$ cat config.mk
export PLATFORM = sky130hd
export DESIGN_NAME = paf_isqrt
export DESIGN_NICKNAME = d
export VERILOG_FILES = /design/src/design/paf_pkg.sv /design/src/design/paf_isqrt.sv
export SDC_FILE = /design/constraint.sdc
export NUM_CORES = 2
export LEC_CHECK = 0
export BUFFER_PORTS_ARGS = -buffer_cell sky130_fd_sc_hd__buf_4
export CAP_MARGIN = 10
export CORE_MARGIN = 2
export CORE_UTILIZATION = 35
export CTS_BUF_LIST = sky130_fd_sc_hd__clkbuf_8
export CTS_CLUSTER_DIAMETER = 40
export DETAILED_ROUTE_END_ITERATION = 6
export PLACE_DENSITY = 0.52
export SYNTH_ARGS = -nofsm -noshare
export SYNTH_HDL_FRONTEND = slang
export SYNTH_SLANG_ARGS = --single-unit
$ cat constraint.sdc
create_clock -name clk -period 4.02 [get_ports clk]
set_clock_uncertainty 0.1 [all_clocks]
set_input_delay 0.804 -clock clk [delete_from_list [all_inputs] [get_ports clk]]
set_output_delay 0.804 -clock clk [all_outputs]
set_load 0.005 [all_outputs]
$ cat src/design/paf_pkg.sv
// Package for the piecewise adhesion pair force block.
// Holds the field widths, the register index codes and the default parameter values.
// No dependencies.
package paf_pkg;

  localparam int SEP_W = 24;
  localparam int RAD_W = 16;
  localparam int AGE_W = 16;
  localparam int WORD_W = 16;
  localparam int FORCE_W = 32;
  localparam int CFG_W = 64;
  localparam int CFG_IDX_W = 3;
  localparam int NUM_TYPES_DEF = 2;
  localparam int SQ_W = 48;
  localparam int DIST_W = SQ_W / 2;
  localparam int MAG_W = 32;
  localparam int IN_DATA_W = 112;
  localparam int OUT_DATA_W = 72;

  typedef enum logic [CFG_IDX_W-1:0] {
    CFG_STIFF    = 3'd0,
    CFG_ATTR     = 3'd1,
    CFG_WELL     = 3'd2,
    CFG_FADE     = 3'd3,
    CFG_BOUNDARY = 3'd4
  } cfg_index_t;

  typedef struct packed {
    logic [AGE_W-1:0] a1;
    logic [AGE_W-1:0] f1;
    logic [AGE_W-1:0] a2;
    logic [AGE_W-1:0] f2;
  } fade_t;

endpackage

$ cat src/design/paf_isqrt.sv
// Pipelined integer square root, one root bit per register stage.
// Carries a side vector alongside each stage. Depends on paf_pkg.
module paf_isqrt #(
  parameter int VW = paf_pkg::SQ_W,
  parameter int SW = 1
) (
  input  logic              clk,
  input  logic              rst,
  input  logic              en,
  input  logic              in_valid,
  input  logic [VW-1:0]     in_val,
  input  logic [SW-1:0]     in_side,
  output logic              out_valid,
  output logic [VW/2-1:0]   out_root,
  output logic [SW-1:0]     out_side
);

  localparam int RTW = VW / 2;
  localparam int RMW = RTW + 2;

  logic            vld  [1:RTW];
  logic [VW-1:0]   val  [1:RTW];
  logic [RMW-1:0]  rem  [1:RTW];
  logic [RTW-1:0]  root [1:RTW];
  logic [SW-1:0]   side [1:RTW];

  for (genvar s = 0; s < RTW; s++) begin : g_stage
    logic            src_vld;
    logic [VW-1:0]   src_val;
    logic [RMW-1:0]  src_rem;
    logic [RTW-1:0]  src_root;
    logic [SW-1:0]   src_side;
    logic [RMW-1:0]  tmp;
    logic [RMW-1:0]  trial;

    if (s == 0) begin : g_first
      assign src_vld  = in_valid;
      assign src_val  = in_val;
      assign src_rem  = '0;
      assign src_root = '0;
      assign src_side = in_side;
    end else begin : g_rest
      assign src_vld  = vld[s];
      assign src_val  = val[s];
      assign src_rem  = rem[s];
      assign src_root = root[s];
      assign src_side = side[s];
    end

    assign tmp   = {src_rem[RMW-3:0], src_val[2*(RTW-1-s)+1 -: 2]};
    assign trial = {src_root, 2'b01};

    always_ff @(posedge clk) begin
      if (rst) begin
        vld[s+1] <= 1'b0;
      end else if (en) begin
        vld[s+1] <= src_vld;
      end
    end

    always_ff @(posedge clk) begin
      if (en) begin
        val[s+1]  <= src_val;
        side[s+1] <= src_side;
        if (tmp >= trial) begin
          rem[s+1]  <= tmp - trial;
          root[s+1] <= {src_root[RTW-2:0], 1'b1};
        end else begin
          rem[s+1]  <= tmp;
          root[s+1] <= {src_root[RTW-2:0], 1'b0};
        end
      end
    end
  end

  assign out_valid = vld[RTW];
  assign out_root  = root[RTW];
  assign out_side  = side[RTW];

endmodule

* Word-level counts from Yosys, hierarchy flattened *
Memories as Yosys holds them, arrays and structs flattened.
Index checks and enable logic that the tools add are counted.

operators by class
  $add $sub $neg = 24
  order comparisons = 24
  muxes and demuxes = 222
  bitwise logic cells = 72

operators with widths
  operator                                             number
  two-way mux 26 bit                                   24
  >= comparator 26 bit                                 23
  subtractor 26 bit                                    23
  two-way mux 24 bit                                   24
  two-way mux 1 bit                                    174
  OR 1 bit                                             72
  subtractor 2 x 1 -> 3 bit, second input constant     1
  >= comparator 2 x 1 -> 1 bit, second input constant  1

word-level totals
  bits in registers = 0
  RAM bits = 2400
  bits of input ports = 53
  logic and storage cells = 347
  memories kept = 5

memories
  name  depth  width  rd ports  clocked after memory_dff  wr ports  line             source
  val   24     48     23        0                         24        paf_isqrt.sv:22  logic [VW-1:0] val [1:RTW];
  rem   24     26     23        0                         24        paf_isqrt.sv:23  logic [RMW-1:0] rem [1:RTW];
  root  24     24     24        0                         24        paf_isqrt.sv:24  logic [RTW-1:0] root [1:RTW];
  side  24     1      24        0                         24        paf_isqrt.sv:25  logic [SW-1:0] side [1:RTW];
  vld   24     1      24        0                         24        paf_isqrt.sv:21  logic vld [1:RTW];

* Logic depth before layout (Yosys ltp) *
An unclocked memory read counts as a cell.

  depth in word-level cells = 6
  mapped depth = 13
  depth with buffers taken out = 11

* Worst setup path after synthesis *
Ideal clock, no wire load.

  kind = register to register
  from = register, netlist name rem[11][9]
  to = register, netlist name rem[11][43]
  library setup time = 260 ps
  arrival time = 3094 ps
  data required time = 3660 ps
  setup slack = 566 ps
  cell stages (with the launch flop) = 13
  buffers on the path = 2
  period minus slack after synthesis = 3454 ps
  cells stage by stage = edfxtp_1 -> ha_1 -> clkbuf_1 -> a21o_1 -> a21oi_1 -> nand2b_1 -> a2111o_1 -> a31oi_1 -> o221a_2 -> o21ai_0 -> a31oi_2 -> buf_2 -> mux2_2

==> qor.yml <==
pwr:
  power_density_mw_per_mm2: 539
  p_total_mw: 40.6
  cellLeakagePower_nw: 29.1
  vdd_drop_max_uv: 301
synthesis:
  yosysWarnings: 0
  synthFlopType: "edfxtp_1"
  synth_area_mm2: 0.0654
  synth.net_count: 5308
  synth_top_area_share_pct: 65.3
  synthCells: 4929
  synth_top_area_cell: "edfxtp_1"
  synth-edff-count: 1422
  yosysSeqAreaShare_pct: 65.3
  synth_area_leaders: "edfxtp_1 (65%), ha_1 (6.2%), xor2_1 (2.9%), xnor2_1 (2.7%), inv_1 (2.4%)"
  ys_types: 81
  ys_ff_latch: 1422
  synth-async-reset-ratio_pct: 0
  syn_avg_cell_area_um2: 13.3
clock_tree:
  cts_buffers: 289
  cts_resized: 0
  hold_buffers: 51
  ctsLongestPathBuffers: 4
  cts_tree: "built"
  cts_setup_buffers: 0
  clkLatencyLatePin_ns: 1.00
  clock-root-buffer: "clkbuf_8"
  h-tree-depth: 5
  cts_sinks: 1422
  clk_pin_slew_ns: 0.06
worst_hold_path:
  hold_class: "register to register"
  min_from: "val[4][69]"
cells_and_area:
  nets: 5677
  areaGrowthSynthToFinish_pct: 15.1
  drive_above_1_share_pct: 12.0
  fin_area_mm2: 0.0753
  n_fill_cell: 17300
  stdcell_count: 7977
worst_setup_path:
  slowest_delay_ns: 0.68
  crit_required_ns: 4.65
  r2r-start: "rem[11][4]"
  cp_max_fo: 6
  cp-start-kind: "register"
  crit_type: "register to register"
  critPathSlowestCell: "a2111oi_0"
  cp-end-kind: "register"
  rrSetupSlack_ns: 0.39
  startpoint: "rem[11][4]"
  cp_cell_sequence: "ha_1, and4_1, and2_1, a2111oi_0, o31a_1, o21ai_0, a221o_1, a21oi_1, xnor2_1, mux2_2"
  arrival_ns: 4.26
timing:
  worst_pin_slew_ns: 0.902
  final-hold-violation-count: 0
  setup_tns_ns: 0
  slew_viol_final: 0
  rsz0062_at_grt: "false"
  slew_headroom_pct: 39.8
  fin_crit_sh_pct: 90.3
  min_period_ns: 3.63
  setup_slack_ns: 0.388
  fmax_mhz: 275
  setup_viol: 0
floorplanning:
  io_pins: 79
  dieArea_mm2: 0.190
  core_area_mm2: 0.186
  num_rows: 158
  die_w_um: 436
  initial_core_util_pct: 35.2
  die_y_um: 436
route:
  drc: 0
  vias_per_cell: 4.82
  wl_um: 132000
  drt_iter0_drc: 2498
  wire_per_inst_um: 16.6
  dr_total_vias: 38400
  ant_nets: 0
  dr.pass1.iters: 6
global_route:
  grt_max_degree: 158
  antenna_found_initial: 2
  track_usage_pct: 13.8
  gr-total-overflow: 0
  grt_first_pass_wirelength_um: 210000
  grt_pass1_vias: 38800
  grt_use_met3_pct: 2.60
  met2_usage_pct: 23.2
  top_usage_layer: "met2"
  use_met1_pct: 17.2
placed_design:
  place_hpwl_um: 92100
  dpl.cell_count: 7436
  gp_congestion: 0.811
  place_ws_ns: 0.395
  port_buffers: 78
  placed_area_mm2: 0.0693
run_status:
  status: "finished clean"
job:
  drv_cap: 0
==> cell usage after synthesis (8+ instances only) <==
library cell	number
xor2_1	214
o211a_1	9
nor2_1	271
o41ai_1	9
or2_2	26
nand2_1	316
nor3b_1	10
o21ai_0	257
ha_1	326
a211oi_1	14
a211o_1	10
nor4b_1	16
and3_1	30
mux2_2	95
o31ai_1	22
nand2b_1	59
nor4_1	61
o21a_1	57
and2_1	38
inv_1	413
a21o_1	117
nand4_1	49
o21bai_1	27
nor2b_1	49
buf_2	9
o211ai_1	15
mux2i_1	14
and4_1	10
clkbuf_1	102
xnor2_1	199
or3_1	50
a21oi_1	247
a31oi_1	27
nand3_1	65
a2111oi_0	13
a21boi_0	16
nand3b_1	9
or4_1	12
a31o_2	8
edfxtp_1	1422
nor3_1	123
==> final timing paths <==
| check | to | cells after the start |
|---|---|---|
| worst max-delay path | rem[11][49] | 10 |
| worst min-delay path | val[5][21] | 0 |
| worst max register to register | rem[11][49] | 10 |
| worst min register to register | val[5][21] | 0 |
==> through the flow <==
step                utilization, %  hold slack (ns)
floorplan                        -            0.300
global placement              37.4            0.301
detailed placement            37.4            0.305
CTS                           40.6            0.192
global route                  40.6            0.264
finish                        40.6            0.274
==> layout by cell type, fill, tap and decap left out, drive strengths merged, types with 16 or more instances in the layout <==
master and instances:
a21boi 16, a21o 117, a21oi 247, a31oi 28, and2 38, and3 30, buf 141, bufinv 18
clkbuf 297, clkinv 85, clkinvlp 22, dlygate4sd3 51, edfxtp 1422, ha 326, inv 475, mux2 95
nand2 316, nand2b 59, nand3 65, nand4 49, nor2 271, nor2b 49, nor3 123, nor4 61
nor4b 16, o21a 57, o21ai 262, o21bai 27, o31ai 22, or2 29, or3 51, xnor2 199
xor2 214
==> final cells by class <==
class                      count  area, µm²  area share [%]
sequential                  1422      42700            56.7
timing repair buffer         192       1740            2.31
multi-input combinational   2980      20800            27.6
clock buffer                 297       4090            5.43
antenna                        6       15.0          0.0199
tap                         2480       3100            4.12
inverter                     413       1550            2.06
clock inverter               187       1340            1.78
==> registers in the layout, indices dropped and copies added (netlist names) <==
signal,cells
rem,522
root,300
side,24
val,552
vld,24
==> power breakdown <==
group | internal, mW | leakage, nW | switching (mW) | total, mW
Clock | 8.01 | 2.93 | 6.17 | 14.2
Combinational | 3.05 | 12.5 | 3.82 | 6.88
Sequential | 18.5 | 13.7 | 1.08 | 19.6
==> kinds of logic after synthesis <==
| family | Yosys count | synth area share, % |
|---|---|---|
| mux | 109 | 1.85 |
| compound gates | 916 | 8.78 |
| buf+inv | 527 | 3.05 |
| simple gates | 1216 | 9.28 |
| xor+xnor | 413 | 5.53 |
| fa+ha+maj | 326 | 6.24 |
| flops | 1422 | 65.3 |
==> worst max-delay path, delay by kind of cell, from the launching register on <==
kind            cells  cell delay, ns
xor+xnor            1            0.08
simple gates        2            0.44
fa+ha+maj           1            0.38
mux                 1            0.25
flops               1            0.38
compound gates      5            1.74
==> layer usage <==
metal	up-vias	share of wire [%]
li1	19000	-
met2	752	49
met1	18400	44
met5	-	0
met3	331	4.0
met4	0	3.6
No activity file was read; power rests on OpenSTA's default activity.
